[src/sv/bsc_pkg.sv]
// ----------------------------------------------------------------------------
// bsc_pkg: shared types and constants
// Widths, fixed constants and helpers for the pressure and temperature
// compensation core.
// ----------------------------------------------------------------------------
`default_nettype none

package bsc_pkg;

	localparam int unsigned RawWidth   = 20;
	localparam int unsigned CalWidth   = 48;
	localparam int unsigned DataWidth  = 64;
	localparam int unsigned CfgIdxWidth = 2;

	localparam logic [63:0] SampleOffset = 64'd1048576;
	localparam logic [63:0] FineOffset   = 64'd128000;
	localparam logic [63:0] DivScale     = 64'd3125;
	localparam logic [63:0] P1Bias       = 64'd1 << 47;
	localparam logic [31:0] RoundTemp    = 32'd128;

	// Register indexes of the configuration port.
	localparam logic [CfgIdxWidth-1:0] RegTempCal  = 2'd0;
	localparam logic [CfgIdxWidth-1:0] RegPressLow = 2'd1;
	localparam logic [CfgIdxWidth-1:0] RegPressMid = 2'd2;
	localparam logic [CfgIdxWidth-1:0] RegPressHigh = 2'd3;

	// Opcode of an input word.
	localparam logic OpTemp  = 1'b0;
	localparam logic OpPress = 1'b1;

	// Request to a shared iterative unit.
	typedef struct packed {
		logic        start;
		logic [63:0] a;
		logic [63:0] b;
	} unit_req_t;

	// Sign-extend a 16-bit calibration word to 64 bits.
	function automatic logic [63:0] sx16(input logic [15:0] w);
		return {{48{w[15]}}, w};
	endfunction

	// Sign-extend a 32-bit value to 64 bits.
	function automatic logic [63:0] sx32(input logic [31:0] w);
		return {{32{w[31]}}, w};
	endfunction

endpackage

`default_nettype wire

[src/sv/bsc_div.sv]
// ----------------------------------------------------------------------------
// bsc_div: iterative signed 64-bit divider
// Restoring division, one quotient bit a cycle, truncating toward zero.
// ----------------------------------------------------------------------------
`default_nettype none

module bsc_div import bsc_pkg::*; (
	input  wire logic        clk,
	input  wire logic        arst_n,
	input  wire unit_req_t   req,
	output logic             done,
	output logic [63:0]      quotient
);

	logic [63:0] n_q, d_q;
	logic [64:0] rem_q;
	logic        neg_q, busy_q, done_q;
	logic [5:0]  cnt_q;
	logic [64:0] trial;
	logic        fits;

	assign trial = {rem_q[63:0], n_q[63]};
	assign fits  = trial >= {1'b0, d_q};

	always_ff @(posedge clk or negedge arst_n) begin
		if (!arst_n) begin
			busy_q <= 1'b0;
			done_q <= 1'b0;
			cnt_q  <= '0;
		end else begin
			done_q <= 1'b0;
			if (req.start) begin
				busy_q <= 1'b1;
				cnt_q  <= '0;
			end else if (busy_q) begin
				cnt_q <= cnt_q + 6'd1;
				if (cnt_q == 6'd63) begin
					busy_q <= 1'b0;
					done_q <= 1'b1;
				end
			end
		end
	end

	always_ff @(posedge clk) begin
		if (req.start) begin
			n_q   <= req.a[63] ? (64'd0 - req.a) : req.a;
			d_q   <= req.b[63] ? (64'd0 - req.b) : req.b;
			neg_q <= req.a[63] ^ req.b[63];
			rem_q <= '0;
		end else if (busy_q) begin
			rem_q <= fits ? (trial - {1'b0, d_q}) : trial;
			n_q   <= {n_q[62:0], fits};
		end
	end

	assign done     = done_q;
	assign quotient = neg_q ? (64'd0 - n_q) : n_q;

endmodule

`default_nettype wire

[config.mk]
export PLATFORM = sky130hd
export DESIGN_NAME = bsc_div
export DESIGN_NICKNAME = d
export VERILOG_FILES = /design/src/sv/bsc_pkg.sv /design/src/sv/bsc_div.sv
export SDC_FILE = /design/constraint.sdc
export NUM_CORES = 1
export LEC_CHECK = 0
export ABC_AREA = 1
export CAP_MARGIN = 15
export CORE_ASPECT_RATIO = 0.8
export CORE_MARGIN = 2
export CORE_UTILIZATION = 44
export DETAILED_ROUTE_END_ITERATION = 7
export DONT_BUFFER_PORTS = 1
export GPL_ROUTABILITY_DRIVEN = 0
export GPL_TIMING_DRIVEN = 0
export HOLD_SLACK_MARGIN = 0.05
export PLACE_DENSITY = 0.63
export SETUP_SLACK_MARGIN = 0.15
export SYNTH_ARGS = -nofsm -noshare
export SYNTH_HDL_FRONTEND = slang
export SYNTH_SLANG_ARGS = --single-unit
[constraint.sdc]
create_clock -name clk -period 5.09 [get_ports clk]
set_input_delay 1.018 -clock clk [delete_from_list [all_inputs] [get_ports clk]]
set_output_delay 1.018 -clock clk [all_outputs]
set_load 0.02 [all_outputs]
==> impl_metrics.ini <==
[place]
dp.final_hpwl_mm = 60.2
placed_area_mm2 = 0.0210
portBuffers = 0

[floorplan]
design.die.area_mm2 = 0.0477
core-area_mm2 = 0.0455
io_pins = 196
start_util_pct = 44.4
die_x_um = 244
rows = 70
die_h_um = 196

[detailed_routing]
drtPass1Iterations = 6
drt-initial-drc-count = 2453
ant_nets = 0
wl_per_cell_um = 18.2
wirelength_mm = 72.5
via_per_inst = 5.28
dr_total_vias = 21000
drc = 0

[pwr]
power_density_mw_per_mm2 = 229
power.clock.fraction_pct = 35.3
p_comb_share_pct = 24.9
internal_power_mw = 3.21
power_switching_mw = 1.79
ir_drop_mv = 0.239
leakage_nw = 10.9
seqPwrFrac_pct = 39.8
swShare_pct = 35.8

[run_status]
status = complete, no violations

[cts]
cts_sinks = 201
post_cts_resized = 0
root_buffer = clkbuf_16
clk_latency_ps = 560
ctsHtreeMaxLevel = 1
numCtsBuffers = 25
cts_hold_buf = 0
clockBufferDepth = 3
post_cts_buffers = 0
clk_pin_slew_worst_paths_ps = 60
cts_tree = built

[grt]
grt_use_total_pct = 29.6
grt_max_degree = 72
grtUsageMet2_pct = 39.7
grt_overflow = 0
antenna_found_initial = 0
grt_most_used_layer = met1
grtUsageMet1_pct = 45.3
first_global_vias = 18400
met3_usage_pct = 9.23
grt_pass1_wl_mm = 109

[timing]
finalMaxSlewViolations = 0
timing.final.crit_share_pct = 88.4
worstMarginPinSlew_ps = 931
rsz0062_at_grt = no
min_period_ps = 4500
max-slew-margin-rel_pct = 37.3
finalHoldViolations = 0
final-setup-viol-count = 0
setup-tns-final_ps = 0
max_freq_mhz = 222
finClkSkew_ps = 10.4

[final_layout]
syn_to_final_growth_pct = 7.93
fin_area_mm2 = 0.0218
nets = 3543
fillers = 5040
final_common_cell = nand2_1
layout-drive-gt1-share_pct = 4.46
final_cell_mix = 1063 x nand2_1, 605 x inv_1, 335 x nor2_1
num_antenna_cells = 0

[setup_path]
crit_path_start_kind = flop
critPathRequiredTime_ps = 4070
crit_type = flop to primary output
worstSetupEndpointType = primary output
worstPathMaxFanout = 5
critPathArrivalTime_ps = 3480

[logic_synthesis]
yosys.area.top_type = nand2_1
synth_nets = 3515
synthTopCellsByArea = nand2_1 20%, edfxtp_1 19%, inv_1 11%, dfxtp_1 6.3%, nor2_1 6.2%
synth-seq-area-share_pct = 26.5
syn_avg_cell_area_um2 = 6.10
synth_edf_count = 129
yosysUniqueCellTypes = 48
synth_top_area_share_pct = 19.7
synth_flop_cell = edfxtp_1
ys_ff_latch = 201
synth_area_mm2 = 0.0202
yosys_warnings = 0
async_reset_ff_share_pct = 3.98
synthesis.instances = 3315

[run]
drv_cap = 0

[hold_path]
hold_path_class = primary input to async pin
## metrics by stage
stage	util [%]	power (mW)	hold slack, ps	worst slack [ps]	std cells
floorplan	-	2.86	443	1290	3315
global placement	46.1	3.22	459	-326	3927
detailed placement	46.1	3.22	459	1290	3928
CTS	47.9	4.99	123	665	3974
global route	47.9	5.21	128	392	3974
finish	47.9	5.00	143	590	3974
## Yosys cell counts (all sizes together), types with 8 or more instances
cell,instances
nand2,1077
inv,621
nor2,361
nand3,250
o21ai,159
xor2,136
edfxtp,129
nand4,71
ha,68
a21oi,67
dfxtp,64
xnor2,54
nor3,50
clkbuf,43
nand3b,41
buf,31
nor4,24
a31oi,13
o21bai,10
dfrtp,8
or2,8
## state kept, by name, summed over array words and instances, names as in the netlist
register  flops
busy_q        1
cnt_q         6
d_q          64
done          1
n_q          64
neg_q         1
rem_q        64
## power groups by stage
stage	Combinational (mW)	Sequential (mW)	Clock (mW)
CTS	1.21	1.98	1.80
detailed placement	1.21	2.02	0
finish	1.24	1.99	1.77
global placement	1.21	2.01	0
floorplan	0.886	1.97	0
global route	1.34	2.00	1.86
## worst max-delay path: stages, from the launching register on
cell,delay [ps]
edfxtp_1,420
inv_1,120
ha_1,230
nand3_1,170
nor2_1,170
nand2_1,140
nor2_1,210
nand3_1,160
nor2_1,330
nand4_1,150
nand2_1,160
nand2_1,150
xor2_1,500
## cells by family after synthesis
group	after synthesis	synth area share, %
DFF	201	26.5
buffers and inverters	702	13.8
and+or+nand+nor	1889	40.1
xor gates and xnor gates	190	8.23
AOI/OAI and AO/OA	264	7.01
adders and majority gates	69	4.31
## cell type report
cell class / instances / area (µm²) / share of cell area (%)
plain buffers: 74 / 439 / 2.01
clock buffers: 30 / 664 / 3.05
clock inverters: 16 / 141 / 0.648
inverters: 628 / 2360 / 10.8
multi-input cells: 2412 / 12100 / 55.3
flip-flops and latches: 201 / 5360 / 24.6
well taps: 612 / 766 / 3.51
repair buffers: 1 / 27.5 / 0.126
## worst paths after layout
check                                from           end  cells past startpoint  slack [ps]
worst max register to register    d_q[56]     rem_q[56]                     14        2220
worst min register to register  rem_q[32]     rem_q[32]                      2         470
min in group clk                rem_q[32]     rem_q[32]                      2         470
worst min-delay path               arst_n      cnt_q[5]                      0         140
worst max-delay path               n_q[0]  quotient[50]                     12         590
max in group asynchronous          arst_n      cnt_q[4]                      0        4880
## routing by layer
layer | part of all wire, % | vias to the layer above
met1 | 47 | 9484
met4 | 2.3 | 0
met2 | 38 | 950
li1 | - | 10500
met3 | 13 | 95
met5 | 0 | -
Note: power is estimated with default switching activity, not from simulation.
