<file path="src/sv/bsc_pkg.sv">
// ----------------------------------------------------------------------------
// bsc_pkg: shared types and constants
// Widths, fixed constants and helpers for the pressure and temperature
// compensation core.
// ----------------------------------------------------------------------------
`default_nettype none

package bsc_pkg;

	localparam int unsigned RawWidth   = 20;
	localparam int unsigned CalWidth   = 48;
	localparam int unsigned DataWidth  = 64;
	localparam int unsigned CfgIdxWidth = 2;

	localparam logic [63:0] SampleOffset = 64'd1048576;
	localparam logic [63:0] FineOffset   = 64'd128000;
	localparam logic [63:0] DivScale     = 64'd3125;
	localparam logic [63:0] P1Bias       = 64'd1 << 47;
	localparam logic [31:0] RoundTemp    = 32'd128;

	// Register indexes of the configuration port.
	localparam logic [CfgIdxWidth-1:0] RegTempCal  = 2'd0;
	localparam logic [CfgIdxWidth-1:0] RegPressLow = 2'd1;
	localparam logic [CfgIdxWidth-1:0] RegPressMid = 2'd2;
	localparam logic [CfgIdxWidth-1:0] RegPressHigh = 2'd3;

	// Opcode of an input word.
	localparam logic OpTemp  = 1'b0;
	localparam logic OpPress = 1'b1;

	// Request to a shared iterative unit.
	typedef struct packed {
		logic        start;
		logic [63:0] a;
		logic [63:0] b;
	} unit_req_t;

	// Sign-extend a 16-bit calibration word to 64 bits.
	function automatic logic [63:0] sx16(input logic [15:0] w);
		return {{48{w[15]}}, w};
	endfunction

	// Sign-extend a 32-bit value to 64 bits.
	function automatic logic [63:0] sx32(input logic [31:0] w);
		return {{32{w[31]}}, w};
	endfunction

endpackage

`default_nettype wire

</file>
<file path="src/sv/bsc_mul.sv">
// ----------------------------------------------------------------------------
// bsc_mul: iterative 64-bit multiplier
// Low 64 bits of a 64 x 64 product from one 32 x 32 multiplier, three passes.
// ----------------------------------------------------------------------------
`default_nettype none

module bsc_mul import bsc_pkg::*; (
	input  wire logic        clk,
	input  wire logic        arst_n,
	input  wire unit_req_t   req,
	output logic             done,
	output logic [63:0]      product
);

	logic [63:0] a_q, b_q, acc_q;
	logic [1:0]  ph_q;
	logic        done_q;
	logic [31:0] x, y;
	logic [63:0] pp;

	always_comb begin
		case (ph_q)
			2'd1: begin
				x = a_q[31:0];
				y = b_q[31:0];
			end
			2'd2: begin
				x = a_q[63:32];
				y = b_q[31:0];
			end
			2'd3: begin
				x = a_q[31:0];
				y = b_q[63:32];
			end
			default: begin
				x = '0;
				y = '0;
			end
		endcase
	end

	assign pp = {32'd0, x} * {32'd0, y};

	always_ff @(posedge clk or negedge arst_n) begin
		if (!arst_n) begin
			ph_q   <= 2'd0;
			done_q <= 1'b0;
		end else begin
			done_q <= 1'b0;
			if (req.start) begin
				ph_q <= 2'd1;
			end else if (ph_q == 2'd3) begin
				ph_q   <= 2'd0;
				done_q <= 1'b1;
			end else if (ph_q != 2'd0) begin
				ph_q <= ph_q + 2'd1;
			end
		end
	end

	always_ff @(posedge clk) begin
		if (req.start) begin
			a_q <= req.a;
			b_q <= req.b;
		end
		case (ph_q)
			2'd1: acc_q <= pp;
			2'd2, 2'd3: acc_q <= acc_q + {pp[31:0], 32'd0};
			default: acc_q <= acc_q;
		endcase
	end

	assign done    = done_q;
	assign product = acc_q;

endmodule

`default_nettype wire

</file>
<file path="config.mk">
export PLATFORM = sky130hd
export DESIGN_NAME = bsc_mul
export DESIGN_NICKNAME = d
export VERILOG_FILES = /design/src/sv/bsc_pkg.sv /design/src/sv/bsc_mul.sv
export SDC_FILE = /design/constraint.sdc
export NUM_CORES = 2
export LEC_CHECK = 0
export BUFFER_PORTS_ARGS = -buffer_cell sky130_fd_sc_hd__buf_2
export CORE_ASPECT_RATIO = 2
export CORE_UTILIZATION = 50
export DETAILED_ROUTE_END_ITERATION = 8
export PLACE_DENSITY = 0.67
export SKIP_LAST_GASP = 1
export SYNTH_ARGS = -nofsm -noshare
export SYNTH_HDL_FRONTEND = slang
export SYNTH_SLANG_ARGS = --single-unit
</file>
<file path="constraint.sdc">
create_clock -name clk -period 15.2 [get_ports clk]
set_clock_uncertainty 0.05 [all_clocks]
set_input_delay 2.28 -clock clk [delete_from_list [all_inputs] [get_ports clk]]
set_output_delay 2.28 -clock clk [all_outputs]
set_load 0.005 [all_outputs]
</file>
==> impl_metrics.toml <==
[setup_path]
required_ns = 15.40
r2r-start = "ph_q[0]$_DFFE_PN0P_"
crit_fanout = 62
setup.worst_path.end = "product[61]$_DFFE_PP_"
arrival_ns = 12.58
ff2ff_path_depth = 34
regToRegSetupSlack_ns = 2.82
setup.worst_path.end_class = "register"
crit_top_cell = "fa_1"
crit_type = "reg2reg"
cpPeakStageDelay_ns = 0.89
rr_endpoint = "product[61]$_DFFE_PP_"
critical_path.startpoint_type = "register"
worst_path_max_delay_cell = "ha_2"
cp-startpoint = "ph_q[0]$_DFFE_PN0P_"

[grt]
grt_pass1_vias = 36700
antenna_found_initial = 8
grt_pass1_wl_um = 242000
grt_max_degree = 81
grtUsageTotal = 0.417
grt_overflow_total = 0

[route]
drtIter0Drc = 3038
dr.pass1.iters = 8
routedWlPerCell_um = 29.8
vias = 33800
antenna_left = 0
viasPerCell = 6.02
wl_um = 167000
drc = 0

[yosys]
netlist_top_cells_count = "fa_1, inv_1, nand2_1"
yosysWarnings = 0
ys_types = 76
syn-cell-area_um2 = 41400
synth_flop_cell = "edfxtp_1"
synth_most_common_cell = "fa_1"
synth_edf_count = 192
synth_cells = 4437
ys_ff_latch = 195
synth_top_area_share = 0.434
yosys.area.top_type = "fa_1"
synth-async-reset-ratio = 0.0154
syn_area_per_cell_um2 = 9.33
seq_area_frac_synth = 0.141
syn_nets = 5766
synth.area.top_cells = "fa_1, edfxtp_1, ha_1"

[final_layout]
seqCellArea_um2 = 5840
layout.nets = 5877
fillerInstances = 7482
multiInputGateArea_um2 = 31500
drive_gt1_frac = 0.0844
area_delta_synth_final_pct = 7.07

[floorplan]
die_area_um2 = 84000
core-area_um2 = 81700
die_x_um = 205
fp.dieH_um = 409
io_pins = 196
std_cell_rows = 148
initial_core_util = 0.507

[timing]
worst_pin_slew_ns = 1.41
maxSlewViolCount = 0
fmax_ghz = 0.0808
whs_ns = 0.667
relSlewSlack = 0.0607
finalSetupViolCount = 0
period_share = 0.815
grt_setup_unrepaired = "false"
hold_viol_final = 0
period_needed_ns = 12.38
fin_tns_setup_ns = 0

[clocking]
clockBufferDepth = 2
htree_levels = 4
cts_resized = 0
clock_sinks = 195
clkTransAtPathRegs_ns = 0.07
cts_tree = "done"
clk_latency_ns = 0.52
cts_hold_buf = 0
cts_buffers = 17
cts_setup_buffers = 0
cts-root-buf = "clkbuf_16"

[min_path]
min-delay-path-class = "reg2reg"
min-delay-start = "product[32]$_DFFE_PP_"

[outcome]
status = "complete, no violations"

[place]
dp_hpwl_um = 135000
gp_congestion = 1.08
port_buffers = 195

[job]
drv_cap = 0
==> worst min path at each step <==
stage | to | slack (ns) | depth (start not counted)
after global placement | product[32]$_DFFE_PP_ | 0.65 | 3
after CTS | product[32]$_DFFE_PP_ | 0.66 | 3
final | product[32]$_DFFE_PP_ | 0.67 | 3
after floorplan | ph_q[1]$_DFFE_PN0P_ | 0.61 | 3
after global routing | product[32]$_DFFE_PP_ | 0.73 | 3
after detailed placement | product[32]$_DFFE_PP_ | 0.65 | 3
==> cell type report <==
class                           count  share of cell area
Antenna cell                        3            0.000169
Clock buffer                       18             0.00969
Clock inverter                     13             0.00305
Inverter                          884              0.0749
Multi-Input combinational cell   3145               0.710
Sequential cell                   195               0.132
Tap cell                         1050              0.0297
Timing Repair Buffer              305              0.0408
==> flip-flops by register name, summed over array words and instances, names as in the netlist <==
name	cells
a_q	64
b_q	64
done	1
ph_q	2
product	64
==> kinds of logic (layout without fill, tap and decap cells) <==
kind of cell	Yosys count	in the layout	synth area share
adder cells (fa/ha/maj)	1198	1198	0.525
AO/OA/AOI/OAI	459	459	0.0756
multiplexers	3	3	0.000756
other	0	3	0
XOR/XNOR	85	85	0.0180
AND/OR/NAND/NOR	1400	1400	0.140
buffers and inverters	1097	1220	0.100
flip-flops	195	195	0.141
==> layout by cell type, fill, tap and decap left out, drive strengths merged, types with 4 or more instances in the layout <==
cell type / instances
fa: 897
inv: 886
nand2: 728
nor2: 439
buf: 305
ha: 301
edfxtp: 192
a21oi: 125
o21ai: 77
a22oi: 54
xnor2: 52
a22o: 51
and2: 44
a21o: 42
nor3: 39
xor2: 33
nand2b: 31
nand3: 29
nand4: 21
or3: 20
o21bai: 18
clkbuf: 18
nor2b: 16
or2: 14
o21a: 13
a31oi: 13
and3: 10
a211oi: 10
o211ai: 9
o31ai: 7
clkinv: 7
o31a: 6
o22ai: 5
a211o: 5
o221ai: 4
==> per-layer routing <==
layer / part of all wire / wire [um] / global-route usage
met2: 0.47 / 77900 / 0.663
met4: 0.14 / 22800 / 0.442
met1: 0.30 / 50500 / 0.430
met3: 0.094 / 15800 / 0.0989
met5: 0.00031 / 52 / 0
==> through the flow <==
stage / instances / utilization / worst slack (ns) / instance area (um2)
after floorplan: 4437 / - / 4.49 / 41400
after global placement: 5579 / 0.536 / 3.21 / 43700
after detailed placement: 5579 / 0.536 / 3.07 / 43700
after CTS: 5610 / 0.542 / 3.01 / 44300
after global routing: 5610 / 0.542 / 2.54 / 44300
final: 5613 / 0.543 / 2.82 / 44300
==> critical path, delay by kind of cell, from the launching register on <==
kind,cells,cell delay [ns]
adder cells (fa/ha/maj),11,5.79
buffers and inverters,6,1.24
AND/OR/NAND/NOR,6,1.65
flip-flops,1,0.36
AO/OA/AOI/OAI,9,2.17
XOR/XNOR,2,0.86
Power is left out: the tool's default activity adds up to more than one toggle a clock period on the data nets, which glitch-free logic cannot reach.
